===== config.mk =====
export PLATFORM = sky130hd
export DESIGN_NAME = tlsa_ctrl
export DESIGN_NICKNAME = d
export VERILOG_FILES = /design/src/tlsa_pkg.sv /design/src/tlsa_ctrl.sv
export SDC_FILE = /design/constraint.sdc
export NUM_CORES = 1
export LEC_CHECK = 0
export ABC_AREA = 0
export BUFFER_PORTS_ARGS = -buffer_cell sky130_fd_sc_hd__buf_4
export CORE_MARGIN = 2
export CORE_UTILIZATION = 25
export DETAILED_ROUTE_END_ITERATION = 10
export GPL_ROUTABILITY_DRIVEN = 0
export PLACE_DENSITY = 0.5
export SLEW_MARGIN = 25
export SYNTH_ARGS = -nofsm -noshare
export SYNTH_HDL_FRONTEND = slang
export SYNTH_SLANG_ARGS = --single-unit

===== constraint.sdc =====
create_clock -name clock -period 8.2 [get_ports clock]
set_input_delay 1.23 -clock clock [delete_from_list [all_inputs] [get_ports clock]]
set_output_delay 1.23 -clock clock [all_outputs]
set_load 0.02 [all_outputs]

===== src/tlsa_pkg.sv =====
// Shared types and constants for the tree leaf split augmenter.
// Used by tlsa_mem, tlsa_ctrl and tree_leaf_split_augmenter.
`timescale 1ns / 1ps
package tlsa_pkg;

   localparam int MAX_NODES_DEF    = 1024;
   localparam int MAX_FEATURES_DEF = 64;

   localparam logic [2:0] OP_WRITE_NODE    = 3'd0;
   localparam logic [2:0] OP_WRITE_FEATURE = 3'd1;
   localparam logic [2:0] OP_EVALUATE      = 3'd2;
   localparam logic [2:0] OP_AUGMENT       = 3'd3;
   localparam logic [2:0] OP_READ_NODE     = 3'd4;
   localparam logic [2:0] OP_CLEAR         = 3'd5;

   localparam logic [1:0] CSR_TARGET_FEATURE = 2'd0;
   localparam logic [1:0] CSR_CUT_POINT      = 2'd1;
   localparam logic [1:0] CSR_QUERY_A        = 2'd2;
   localparam logic [1:0] CSR_QUERY_B        = 2'd3;

   typedef struct packed {
      logic [5:0]         feature;
      logic signed [31:0] threshold;
      logic [9:0]         left;
      logic [9:0]         right;
   } node_type;

   typedef struct packed {
      logic [5:0]         target_feature;
      logic signed [31:0] cut_point;
      logic signed [31:0] query_a;
      logic signed [31:0] query_b;
   } cfg_type;

   typedef struct packed {
      logic [9:0]  node_index;
      node_type    node;
      logic [10:0] table_size;
      logic        overflow;
   } rsp_type;

   typedef enum logic [2:0] {
      ST_CLEAR,
      ST_IDLE,
      ST_READ,
      ST_EV_NODE,
      ST_EV_FEAT,
      ST_AU_RD,
      ST_AU_W1,
      ST_AU_W2
   } state_type;

endpackage


===== src/tlsa_ctrl.sv =====
// Sequencer: item decode, tree walks, augment sweep, mark clearing, result register.
// Depends on tlsa_pkg; drives the ports of tlsa_mem.
`timescale 1ns / 1ps
module tlsa_ctrl #(
   parameter int MAX_NODES    = tlsa_pkg::MAX_NODES_DEF,
   parameter int MAX_FEATURES = tlsa_pkg::MAX_FEATURES_DEF,
   localparam int AW  = $clog2(MAX_NODES),
   localparam int FAW = (MAX_FEATURES > 1) ? $clog2(MAX_FEATURES) : 1,
   localparam int CW  = $clog2(MAX_NODES + 1)
) (
   input  logic               clock,
   input  logic               reset,
   input  tlsa_pkg::cfg_type  cfg,
   input  logic               req_valid,
   output logic               req_stall,
   input  logic [2:0]         req_op,
   input  logic [9:0]         req_node_index,
   input  logic [5:0]         req_split_feature,
   input  logic [31:0]        req_split_value,
   input  logic [9:0]         req_left_child,
   input  logic [9:0]         req_right_child,
   input  logic [5:0]         req_feature_index,
   input  logic [31:0]        req_feature_value,
   output logic               rsp_valid,
   input  logic               rsp_stall,
   output tlsa_pkg::rsp_type  rsp_data,
   output logic               node_re,
   output logic [AW-1:0]      node_raddr,
   input  tlsa_pkg::node_type node_rdata,
   input  logic               mark_rdata,
   output logic               node_we,
   output logic [AW-1:0]      node_waddr,
   output tlsa_pkg::node_type node_wdata,
   output logic               mark_we,
   output logic [AW-1:0]      mark_waddr,
   output logic               mark_wdata,
   output logic               samp_re,
   output logic [FAW-1:0]     samp_raddr,
   input  logic [31:0]        samp_rdata,
   output logic               samp_we,
   output logic [FAW-1:0]     samp_waddr,
   output logic [31:0]        samp_wdata
);

   localparam logic [AW-1:0] LAST_IDX = AW'(MAX_NODES - 1);

   tlsa_pkg::state_type state_ff, state_in;
   logic [AW-1:0]       cur_ff, cur_in;
   logic [CW-1:0]       steps_ff, steps_in;
   logic                walk_b_ff, walk_b_in;
   logic [AW-1:0]       leaf_a_ff, leaf_a_in;
   tlsa_pkg::node_type  nd_ff, nd_in;
   logic [9:0]          ni_ff, ni_in;
   logic [CW-1:0]       count_ff, count_in;
   logic [CW-1:0]       orig_ff, orig_in;
   logic                ovf_ff, ovf_in;
   logic                rsp_valid_ff, rsp_valid_in;
   tlsa_pkg::rsp_type   rsp_ff, rsp_in;

   logic               accept;
   logic               is_leaf;
   logic               steps_done;
   logic               is_last;
   logic signed [31:0] x_val;
   logic               take_left;
   logic [9:0]         next_idx;
   logic               next_bad;
   logic               aug_cond;
   logic               aug_room;
   logic               rsp_load;
   logic               ni_ok;

   assign accept     = req_valid && !req_stall;
   assign is_leaf    = (node_rdata.left == 10'd0) && (node_rdata.right == 10'd0);
   assign steps_done = (steps_ff == CW'(MAX_NODES));
   assign is_last    = (cur_ff == LAST_IDX);
   assign ni_ok      = (32'(ni_ff) < MAX_NODES);

   always_comb begin
      if (nd_ff.feature == cfg.target_feature) begin
         x_val = walk_b_ff ? cfg.query_b : cfg.query_a;
      end else if (32'(nd_ff.feature) < MAX_FEATURES) begin
         x_val = $signed(samp_rdata);
      end else begin
         x_val = '0;
      end
   end

   assign take_left = (x_val <= nd_ff.threshold);
   assign next_idx  = take_left ? nd_ff.left : nd_ff.right;
   assign next_bad  = (32'(next_idx) >= MAX_NODES);
   assign aug_cond  = mark_rdata && (CW'(cur_ff) < orig_ff) && is_leaf;
   assign aug_room  = ((CW+1)'(count_ff) + (CW+1)'(2)) <= (CW+1)'(MAX_NODES);
   assign rsp_load  = (state_ff == tlsa_pkg::ST_READ) && (!rsp_valid_ff || !rsp_stall);

   // next state
   always_comb begin
      state_in = state_ff;
      unique case (state_ff)
         tlsa_pkg::ST_CLEAR: begin
            if (is_last) state_in = tlsa_pkg::ST_IDLE;
         end
         tlsa_pkg::ST_IDLE: begin
            if (accept) begin
               priority case (req_op)
                  tlsa_pkg::OP_READ_NODE: state_in = tlsa_pkg::ST_READ;
                  tlsa_pkg::OP_EVALUATE:  state_in = tlsa_pkg::ST_EV_NODE;
                  tlsa_pkg::OP_AUGMENT:   state_in = tlsa_pkg::ST_AU_RD;
                  tlsa_pkg::OP_CLEAR:     state_in = tlsa_pkg::ST_CLEAR;
                  default:                state_in = tlsa_pkg::ST_IDLE;
               endcase
            end
         end
         tlsa_pkg::ST_READ: begin
            if (rsp_load) state_in = tlsa_pkg::ST_IDLE;
         end
         tlsa_pkg::ST_EV_NODE: begin
            if (steps_done) begin
               state_in = tlsa_pkg::ST_IDLE;
            end else if (is_leaf) begin
               state_in = walk_b_ff ? tlsa_pkg::ST_IDLE : tlsa_pkg::ST_EV_NODE;
            end else begin
               state_in = tlsa_pkg::ST_EV_FEAT;
            end
         end
         tlsa_pkg::ST_EV_FEAT: begin
            state_in = next_bad ? tlsa_pkg::ST_IDLE : tlsa_pkg::ST_EV_NODE;
         end
         tlsa_pkg::ST_AU_RD: begin
            if (aug_cond && aug_room) begin
               state_in = tlsa_pkg::ST_AU_W1;
            end else if (is_last) begin
               state_in = tlsa_pkg::ST_IDLE;
            end
         end
         tlsa_pkg::ST_AU_W1: state_in = tlsa_pkg::ST_AU_W2;
         tlsa_pkg::ST_AU_W2: begin
            state_in = is_last ? tlsa_pkg::ST_IDLE : tlsa_pkg::ST_AU_RD;
         end
         default: state_in = tlsa_pkg::ST_IDLE;
      endcase
   end

   // memory controls
   always_comb begin
      req_stall  = (state_ff != tlsa_pkg::ST_IDLE);
      node_re    = 1'b0;
      node_raddr = '0;
      node_we    = 1'b0;
      node_waddr = '0;
      node_wdata = '0;
      mark_we    = 1'b0;
      mark_waddr = cur_ff;
      mark_wdata = 1'b0;
      samp_re    = 1'b0;
      samp_raddr = FAW'(node_rdata.feature);
      samp_we    = 1'b0;
      samp_waddr = FAW'(req_feature_index);
      samp_wdata = req_feature_value;
      unique case (state_ff)
         tlsa_pkg::ST_CLEAR: begin
            mark_we = 1'b1;
         end
         tlsa_pkg::ST_IDLE: begin
            if (accept) begin
               priority case (req_op)
                  tlsa_pkg::OP_WRITE_NODE: begin
                     node_we    = (32'(req_node_index) < MAX_NODES);
                     node_waddr = AW'(req_node_index);
                     node_wdata = '{feature: req_split_feature,
                                    threshold: $signed(req_split_value),
                                    left: req_left_child, right: req_right_child};
                  end
                  tlsa_pkg::OP_WRITE_FEATURE: begin
                     samp_we = (32'(req_feature_index) < MAX_FEATURES);
                  end
                  tlsa_pkg::OP_READ_NODE: begin
                     node_re    = 1'b1;
                     node_raddr = AW'(req_node_index);
                  end
                  tlsa_pkg::OP_EVALUATE, tlsa_pkg::OP_AUGMENT: begin
                     node_re    = 1'b1;
                     node_raddr = '0;
                  end
                  default: ;
               endcase
            end
         end
         tlsa_pkg::ST_READ: ;
         tlsa_pkg::ST_EV_NODE: begin
            if (!steps_done) begin
               if (is_leaf) begin
                  if (walk_b_ff) begin
                     mark_we    = (leaf_a_ff == cur_ff);
                     mark_wdata = 1'b1;
                  end else begin
                     node_re    = 1'b1;
                     node_raddr = '0;
                  end
               end else begin
                  samp_re = 1'b1;
               end
            end
         end
         tlsa_pkg::ST_EV_FEAT: begin
            node_re    = !next_bad;
            node_raddr = AW'(next_idx);
         end
         tlsa_pkg::ST_AU_RD: begin
            mark_we = 1'b1;
            if (aug_cond && aug_room) begin
               node_we    = 1'b1;
               node_waddr = cur_ff;
               node_wdata = '{feature: cfg.target_feature, threshold: cfg.cut_point,
                              left: 10'(count_ff), right: 10'(count_ff + CW'(1))};
            end else if (!is_last) begin
               node_re    = 1'b1;
               node_raddr = cur_ff + AW'(1);
            end
         end
         tlsa_pkg::ST_AU_W1: begin
            node_we    = 1'b1;
            node_waddr = AW'(count_ff);
         end
         tlsa_pkg::ST_AU_W2: begin
            node_we    = 1'b1;
            node_waddr = AW'(count_ff + CW'(1));
            if (!is_last) begin
               node_re    = 1'b1;
               node_raddr = cur_ff + AW'(1);
            end
         end
         default: ;
      endcase
   end

   // datapath registers
   always_comb begin
      cur_in       = cur_ff;
      steps_in     = steps_ff;
      walk_b_in    = walk_b_ff;
      leaf_a_in    = leaf_a_ff;
      nd_in        = nd_ff;
      ni_in        = ni_ff;
      count_in     = count_ff;
      orig_in      = orig_ff;
      ovf_in       = ovf_ff;
      rsp_in       = rsp_ff;
      rsp_valid_in = rsp_valid_ff && rsp_stall;
      unique case (state_ff)
         tlsa_pkg::ST_CLEAR: begin
            cur_in = cur_ff + AW'(1);
         end
         tlsa_pkg::ST_IDLE: begin
            if (accept) begin
               ni_in     = req_node_index;
               cur_in    = '0;
               steps_in  = '0;
               walk_b_in = 1'b0;
               orig_in   = count_ff;
               priority case (req_op)
                  tlsa_pkg::OP_WRITE_NODE: begin
                     if ((32'(req_node_index) < MAX_NODES) &&
                         (CW'(req_node_index) + CW'(1) > count_ff)) begin
                        count_in = CW'(req_node_index) + CW'(1);
                     end
                  end
                  tlsa_pkg::OP_CLEAR: begin
                     count_in = '0;
                     ovf_in   = 1'b0;
                  end
                  default: ;
               endcase
            end
         end
         tlsa_pkg::ST_READ: begin
            if (rsp_load) begin
               rsp_valid_in       = 1'b1;
               rsp_in.node_index  = ni_ff;
               rsp_in.node        = ni_ok ? node_rdata : '0;
               rsp_in.table_size  = 11'(count_ff);
               rsp_in.overflow    = ovf_ff;
            end
         end
         tlsa_pkg::ST_EV_NODE: begin
            nd_in = node_rdata;
            if (is_leaf && !walk_b_ff) begin
               leaf_a_in = cur_ff;
               walk_b_in = 1'b1;
               cur_in    = '0;
               steps_in  = '0;
            end
         end
         tlsa_pkg::ST_EV_FEAT: begin
            cur_in   = AW'(next_idx);
            steps_in = steps_ff + CW'(1);
         end
         tlsa_pkg::ST_AU_RD: begin
            if (aug_cond && !aug_room) begin
               ovf_in = 1'b1;
            end
            if (!(aug_cond && aug_room) && !is_last) begin
               cur_in = cur_ff + AW'(1);
            end
         end
         tlsa_pkg::ST_AU_W1: ;
         tlsa_pkg::ST_AU_W2: begin
            count_in = count_ff + CW'(2);
            cur_in   = cur_ff + AW'(1);
         end
         default: ;
      endcase
   end

   always_ff @(posedge clock) begin
      if (reset) begin
         state_ff     <= tlsa_pkg::ST_CLEAR;
         cur_ff       <= '0;
         count_ff     <= '0;
         ovf_ff       <= 1'b0;
         rsp_valid_ff <= 1'b0;
      end else begin
         state_ff     <= state_in;
         cur_ff       <= cur_in;
         count_ff     <= count_in;
         ovf_ff       <= ovf_in;
         rsp_valid_ff <= rsp_valid_in;
      end
   end

   always_ff @(posedge clock) begin
      steps_ff  <= steps_in;
      walk_b_ff <= walk_b_in;
      leaf_a_ff <= leaf_a_in;
      nd_ff     <= nd_in;
      ni_ff     <= ni_in;
      orig_ff   <= orig_in;
      rsp_ff    <= rsp_in;
   end

   assign rsp_valid = rsp_valid_ff;
   assign rsp_data  = rsp_ff;

endmodule


==> out/qor.yml, run 1 <==
floorplanning:
  initial_core_util_pct: 25.4
  die-area_um2: 47900
  io_pins: 526
  die_h_um: 219
  coreArea_um2: 45500
  num_rows: 78
  die_w_um: 219
routing:
  ant_nets: 0
  num_vias: 10200
  dr.pass1.iters: 5
  routed_wl_mm: 48.8
  drtIter0Drc: 767
  routedWlPerCell_um: 23.4
  drc: 0
  vias_per_cell: 4.89
critical_path:
  crit_fanout: 64
  reg2reg_setup_slack_ns: 3.63
  crit_type: "in2out"
  worst_r2r_startpoint: "walk_b_ff$_DFFE_PP_"
  worstPathCellList: "buf_4 -> xnor2_1 -> nand4_1 -> nor3_2 -> buf_4 -> a21oi_1 -> ha_1 -> and3_1 -> nand4_1 -> or4_1 -> a31oi_1 -> nor2_1 -> mux2i_2 -> buf_4 -> mux2i_1 -> o221ai_1 -> buf_4"
  arrival_ns: 5.33
  endpoint_kind: "output port"
  endpoint: "node_raddr[9]"
  rr_worst_depth: 13
  worstPathRequired_ns: 6.97
  crit_path_frequent_cell: "buf_4"
  crit_start: "cfg[96]"
  crit_path_start_kind: "primary input"
  cp_slowest_cell: "or4_1"
  crit_path_max_incr_delay_ns: 0.60
  r2r-end: "mark_waddr[2]$_SDFFE_PP0P_"
synth:
  yosysUniqueCellTypes: 59
  synth_top_area_share_pct: 47.0
  yosys.area.top_type: "edfxtp_1"
  yosysWarnings: 0
  async_flop_share_pct: 0
  synthesis.nets: 1441
  synth-seq-area-share_pct: 51.6
  synth_ff_type: "edfxtp_1"
  synth_cells: 1076
  synth_seq_cells: 207
  synth_edf_count: 181
  syn_area_per_cell_um2: 10.7
  syn-cell-area_um2: 11600
  synthTopCellsByArea: "edfxtp_1, ha_1, dfxtp_1"
cts:
  cts.htree.levels: 1
  cts_sinks: 207
  cts_made_buffers: 26
  clk_pin_slew_worst_paths_ns: 0.05
  cts_max_path_buffers: 3
  cts.repair.resized: 0
  clkLatencyLatePin_ns: 0.53
  cts_tree: "yes"
  cts_setup_buffers: 0
  cts_root_buffer: "clkbuf_16"
  cts-hold-fix-buffers: 0
power_and_ir_drop:
  switchingPower_mw: 0.553
  sw_frac_of_total_pct: 22.2
  combPwrFrac_pct: 8.8
  ir_worst_vdd_mv: 0.109
  powerDensity_nw_per_um2: 154
  p_leak_nw: 6.56
  internal_power_mw: 1.93
  power_frac_clock_pct: 45.1
  p_total_mw: 2.49
  p_seq_share_pct: 46.1
final_layout:
  nFillCells: 4636
  multi_input_area_um2: 4840
  final_common_cell: "buf_4"
  seq_area_um2: 5960
  design_area_um2: 16100
  layout_common_cells: "buf_4, edfxtp_1, nor2_1"
  areaGrowthSynthToFinish_pct: 39.4
  diodes: 0
  nets: 1835
  drive_above_1_share_pct: 34.7
timing:
  min_period_over_period_pct: 80.0
  maxClockFrequency_mhz: 152
  period_minus_slack_ns: 6.56
  maxSlewHeadroom_pct: 33.1
  tightest_slew_ns: 0.995
  finalSetupTns_ns: 0
  setup_viol: 0
  drv_slew: 0
  rsz0062_at_grt: "false"
  fin_worst_skew_ns: 0.0118
  hold_viol_final: 0
global_routing:
  globalRouteMet2Util_pct: 30.8
  grt_pass1_wl_mm: 67.0
  grt_pass1_vias: 9744
  antenna_found_initial: 2
  gr-max-usage-layer: "met2"
  use_met1_pct: 24.5
  grt_max_degree: 65
  overflow: 0
  use_met3_pct: 6.25
  grtUsageTotal_pct: 19.0
placed_design:
  hpwlAfterDp_mm: 37.8
  placed_cell_area_um2: 15300
  portBuffers: 449
hold_path:
  hold_path_class: "reg2reg"
flow_run:
  max_cap_violations: 0
status:
  status: "completed"
==> cells in the mapped netlist, drive strengths merged (43+ instances only) <==
library cell and number:
xnor2 43, o21ai 53, edfxtp 181, a22o 46
nand2 81, nor2 88, buf 55, mux2i 44
ha 59, inv 61, a21oi 65, clkbuf 43
==> worst max-delay path: cells and delay by family <==
kind / cells / cell delay [ns]
mux: 2 / 0.42
simple gates: 6 / 1.33
buf+inv: 4 / 1.17
compound gates: 3 / 0.58
fa+ha+maj: 1 / 0.39
xor+xnor: 1 / 0.16
==> worst min path at each step <==
stage                                  end  depth (start not counted)                from  slack [ns]
global route        rsp_data[75]$_DFFE_PP_                          0  ni_ff[5]$_DFFE_PP_        0.42
CTS                 rsp_data[75]$_DFFE_PP_                          0  ni_ff[5]$_DFFE_PP_        0.42
floorplan           rsp_data[70]$_DFFE_PP_                          0  ni_ff[0]$_DFFE_PP_        0.40
finish              rsp_data[75]$_DFFE_PP_                          0  ni_ff[5]$_DFFE_PP_        0.42
global placement    rsp_data[70]$_DFFE_PP_                          0  ni_ff[0]$_DFFE_PP_        0.40
detailed placement  rsp_data[75]$_DFFE_PP_                          0  ni_ff[5]$_DFFE_PP_        0.40
==> per-stage QoR <==
stage	hold slack, ns	worst slack (ns)	util (%)	instances
floorplan	0.400	2.22	-	1076
global placement	0.400	1.71	33.6	2042
detailed placement	0.405	1.67	33.6	2042
CTS	0.417	1.66	35.4	2089
global route	0.424	1.41	35.4	2089
finish	0.418	1.64	35.4	2089
==> power groups by stage <==
stage               sequential [mW]  combinational, mW  clock [mW]
floorplan                      1.17             0.0970           0
finish                         1.15              0.218        1.12
CTS                            1.15              0.218        1.16
global route                   1.15              0.236        1.20
detailed placement             1.17              0.216           0
global placement               1.17              0.214           0
==> per-layer routing <==
metal | wire length (um) | part of all wire [%]
met1 | 20300 | 42
met2 | 22700 | 47
met5 | 13 | 0.027
met4 | 1230 | 2.5
met3 | 4530 | 9.3
==> cell type report <==
type,instances,share of cell area [%]
sequential,207,37.0
multi-input combinational,705,30.0
timing repair buffer,464,21.6
clock buffer,35,4.70
tap,600,4.66
inverter,66,1.54
clock inverter,12,0.482
==> kinds of logic (layout without fill, tap and decap cells) <==
group | Yosys count | in the layout | share of synthesized area (%)
and+or+nand+nor | 297 | 297 | 12.1
AOI/OAI and AO/OA | 242 | 242 | 14.4
DFF | 207 | 207 | 51.6
buffers and inverters | 164 | 577 | 6.94
xor gates and xnor gates | 62 | 62 | 4.70
adders and majority gates | 59 | 59 | 6.39
muxes | 45 | 45 | 3.91
==> sequential cells by signal, summed over array words and instances, names as in the netlist, 3 cells and up <==
signal      cells
count_ff       11
leaf_a_ff      10
mark_waddr     10
nd_ff          58
ni_ff          10
orig_ff        11
rsp_data       80
state_ff        3
steps_ff       11
Power figures use the tool's default switching activity.
==> inputs of run 2 (changes only) <==
--- a/config.mk
+++ b/config.mk
@@ -11,7 +11,7 @@
 export CORE_UTILIZATION = 25
 export DETAILED_ROUTE_END_ITERATION = 10
 export GPL_ROUTABILITY_DRIVEN = 0
-export PLACE_DENSITY = 0.5
+export PLACE_DENSITY = 0.52
 export SLEW_MARGIN = 25
 export SYNTH_ARGS = -nofsm -noshare
 export SYNTH_HDL_FRONTEND = slang
==> constraint.sdc (replaced) <==
create_clock -name clock -period 6 [get_ports clock]
set_input_delay 0.9 -clock clock [delete_from_list [all_inputs] [get_ports clock]]
set_output_delay 0.9 -clock clock [all_outputs]
set_load 0.02 [all_outputs]
==> run 2 against run 1 <==
  * Sequential power is 37% higher
  * Sequential share of layout area decreased by 0.30 points
  * Critical path type unchanged
  * Critical endpoint unchanged
  * Largest cell class unchanged
  * Largest power group is now the clock network
  * Count of clock-buffer cells in the layout shrank 4
==> out/qor.yml, run 2 (synthesis gave the netlist of run 1 again) <==
timing:
  finalWorstSetupSlack_ns: 0.272  # was 1.64 ns
  period_minus_slack_ns: 5.73
  maxSlewHeadroom_pct: 33.4  # was 33.1%
  rsz0062_at_grt: "false"  # unchanged
  maxClockFrequency_mhz: 175
  setup_viol: 0  # unchanged
  finalSetupTns_ns: 0  # unchanged
  drv_slew: 0  # unchanged
  tightest_slew_ns: 0.991  # was 0.995 ns
  fin_worst_skew_ns: 0.0254  # was 0.0118 ns
  fin_hold_ws_ns: 0.416  # was 0.418 ns
  min_period_over_period_pct: 95.5
  hold_viol_final: 0  # unchanged
final_layout:
  drive_above_1_share_pct: 35.0  # was 34.7%
  largest_register_ffs: 80  # unchanged
  final_cells: 2095  # was 2,089
  final_common_cell: "buf_4"  # unchanged
  nets: 1838  # was 1,835
  areaGrowthSynthToFinish_pct: 40.6  # was 39.4%
  layout_common_cells: "buf_4, edfxtp_1, nor2_1"  # unchanged
cts:
  cts-hold-fix-buffers: 0  # unchanged
  cts_root_buffer: "clkbuf_16"  # unchanged
  cts_max_path_buffers: 3  # unchanged
  clk_pin_slew_worst_paths_ns: 0.06  # was 0.05 ns
  cts_tree: "yes"  # unchanged
  clkLatencyLatePin_ns: 0.57  # was 0.53 ns
  cts_made_buffers: 27  # was 26
  cts_sinks: 207  # unchanged
  cts.htree.levels: 1  # unchanged
floorplanning:
  coreArea_um2: 45500  # unchanged
  num_rows: 78  # unchanged
  io_pins: 526  # unchanged
  die-area_um2: 47900  # unchanged
  die_h_um: 219  # unchanged
  initial_core_util_pct: 25.4  # unchanged
  die_w_um: 219  # unchanged
power_and_ir_drop:
  powerDensity_nw_per_um2: 218  # was 154 nW/um^2
  ir_worst_vdd_mv: 0.223  # was 0.109 mV
  p_seq_share_pct: 44.2  # was 46.1%
  combPwrFrac_pct: 8.6  # was 8.8%
  p_total_mw: 3.54  # was 2.49 mW
  p_leak_nw: 6.61  # was 6.56 nW
  sw_frac_of_total_pct: 23.1  # was 22.2%
  internal_power_mw: 2.73  # was 1.93 mW
  power_frac_clock_pct: 47.2  # was 45.1%
  switchingPower_mw: 0.817  # was 0.553 mW
critical_path:
  crit_path_start_kind: "primary input"  # unchanged
  crit_type: "in2out"  # unchanged
  crit_fanout: 32  # was 64
  cp.buffers_inverters: 4  # unchanged
  endpoint_kind: "output port"  # unchanged
  crit_family: "simple AND/OR/NAND/NOR gates"  # unchanged
  cp_slowest_cell: "or4_1"  # unchanged
  arrival_ns: 4.83  # was 5.33 ns
  crit_path_max_incr_delay_ns: 0.57  # was 0.60 ns
  worstPathRequired_ns: 5.10  # was 6.97 ns
  worstPathCellList: "buf_4 -> xnor2_1 -> nand4_1 -> nor3_4 -> clkbuf_16 -> a21oi_1 -> ha_1 -> and3_1 -> nand4_1 -> or4_1 -> a31oi_1 -> nor2_1 -> mux2i_2 -> buf_12 -> mux2i_1 -> o221ai_2 -> buf_4"  # was buf_4 -> xnor2_1 -> nand4_1 -> nor3_2 -> buf_4 -> a21oi_1 -> ha_1 -> and3_1 -> nand4_1 -> or4_1 -> a31oi_1 -> nor2_1 -> mux2i_2 -> buf_4 -> mux2i_1 -> o221ai_1 -> buf_4
routing:
  num_vias: 10200  # about the same
  vias_per_cell: 4.86  # was 4.89
  routed_wl_mm: 49.7  # was 48.8 mm
  routedWlPerCell_um: 23.7  # was 23.4 um
  routed.top_layer: "met4"  # was met5
  dr.pass1.iters: 5  # unchanged
  dr_wl_met3_mm: 5.23  # was 4.53 mm
  drc: 0  # unchanged
  wl_met1_mm: 20.8  # was 20.3 mm
  met2WireLength_mm: 22.7  # about the same
  ant_nets: 0  # unchanged
  drtIter0Drc: 709  # was 767
placed_design:
  dp_worst_setup_slack_ns: 0.220  # was 1.67 ns
  hpwlAfterDp_mm: 38.6  # was 37.8 mm
  dpl.cell_count: 2042  # unchanged
  portBuffers: 449  # unchanged
global_routing:
  grt_pass1_wl_mm: 66.6  # was 67.0 mm
  grt_pass1_vias: 9658  # was 9,744
  antenna_found_initial: 1  # was 2
  grt_max_degree: 65  # unchanged
  overflow: 0  # unchanged
  grtUsageTotal_pct: 19.2  # was 19.0%
status:
  status: "completed"  # unchanged
flow_run:
  max_cap_violations: 0  # unchanged
hold_path:
  hold_path_class: "reg2reg"  # unchanged
run 2: cell type report:
class,count,area (um^2)
antenna,2,5.00
clock buffer,31,691
clock inverter,18,214
fill,4623,29200
inverter,66,248
multi-input combinational,705,4840
sequential,207,5960
tap,600,751
timing repair buffer,466,3530
run 2: power by group through the flow:
stage / logic, mW / registers (mW) / clock network, mW
floorplan: 0.133 / 1.59 / 0
global placement: 0.300 / 1.60 / 0
detailed placement: 0.304 / 1.60 / 0
CTS: 0.306 / 1.57 / 1.73
global route: 0.330 / 1.57 / 1.78
finish: 0.306 / 1.57 / 1.67
run 2: path summary, 6_finish.rpt:
kind,startpoint,endpoint,slack (ns),cells past startpoint
max,cfg[101],node_raddr[9],0.27,17
min reg2reg,ni_ff[1]$_DFFE_PP_,rsp_data[71]$_DFFE_PP_,0.42,0
min,ni_ff[1]$_DFFE_PP_,rsp_data[71]$_DFFE_PP_,0.42,0
max reg2reg,nd_ff[54]$_DFFE_PP_,mark_waddr[2]$_SDFFE_PP0P_,1.55,15
run 2: layer usage:
metal | track usage [%] | vias to the layer above
met1 | 24.8 | 4909
met3 | 7.32 | 52
li1 | - | 4750
met4 | 4.62 | 0
met5 | 0 | -
met2 | 30.4 | 474
run 2: timing repair:
item | CTS | global route
endpoints found under the setup margin | 0 | 1
resized for setup | 0 | 3
setup buffers | 0 | 1
run 2: per-stage QoR:
step / utilization, % / area, um^2
final: 35.7 / 16200
after global routing: 35.7 / 16200
after CTS: 35.6 / 16200
after detailed placement: 33.6 / 15300
after global placement: 33.6 / 15300
after floorplan: - / 11600
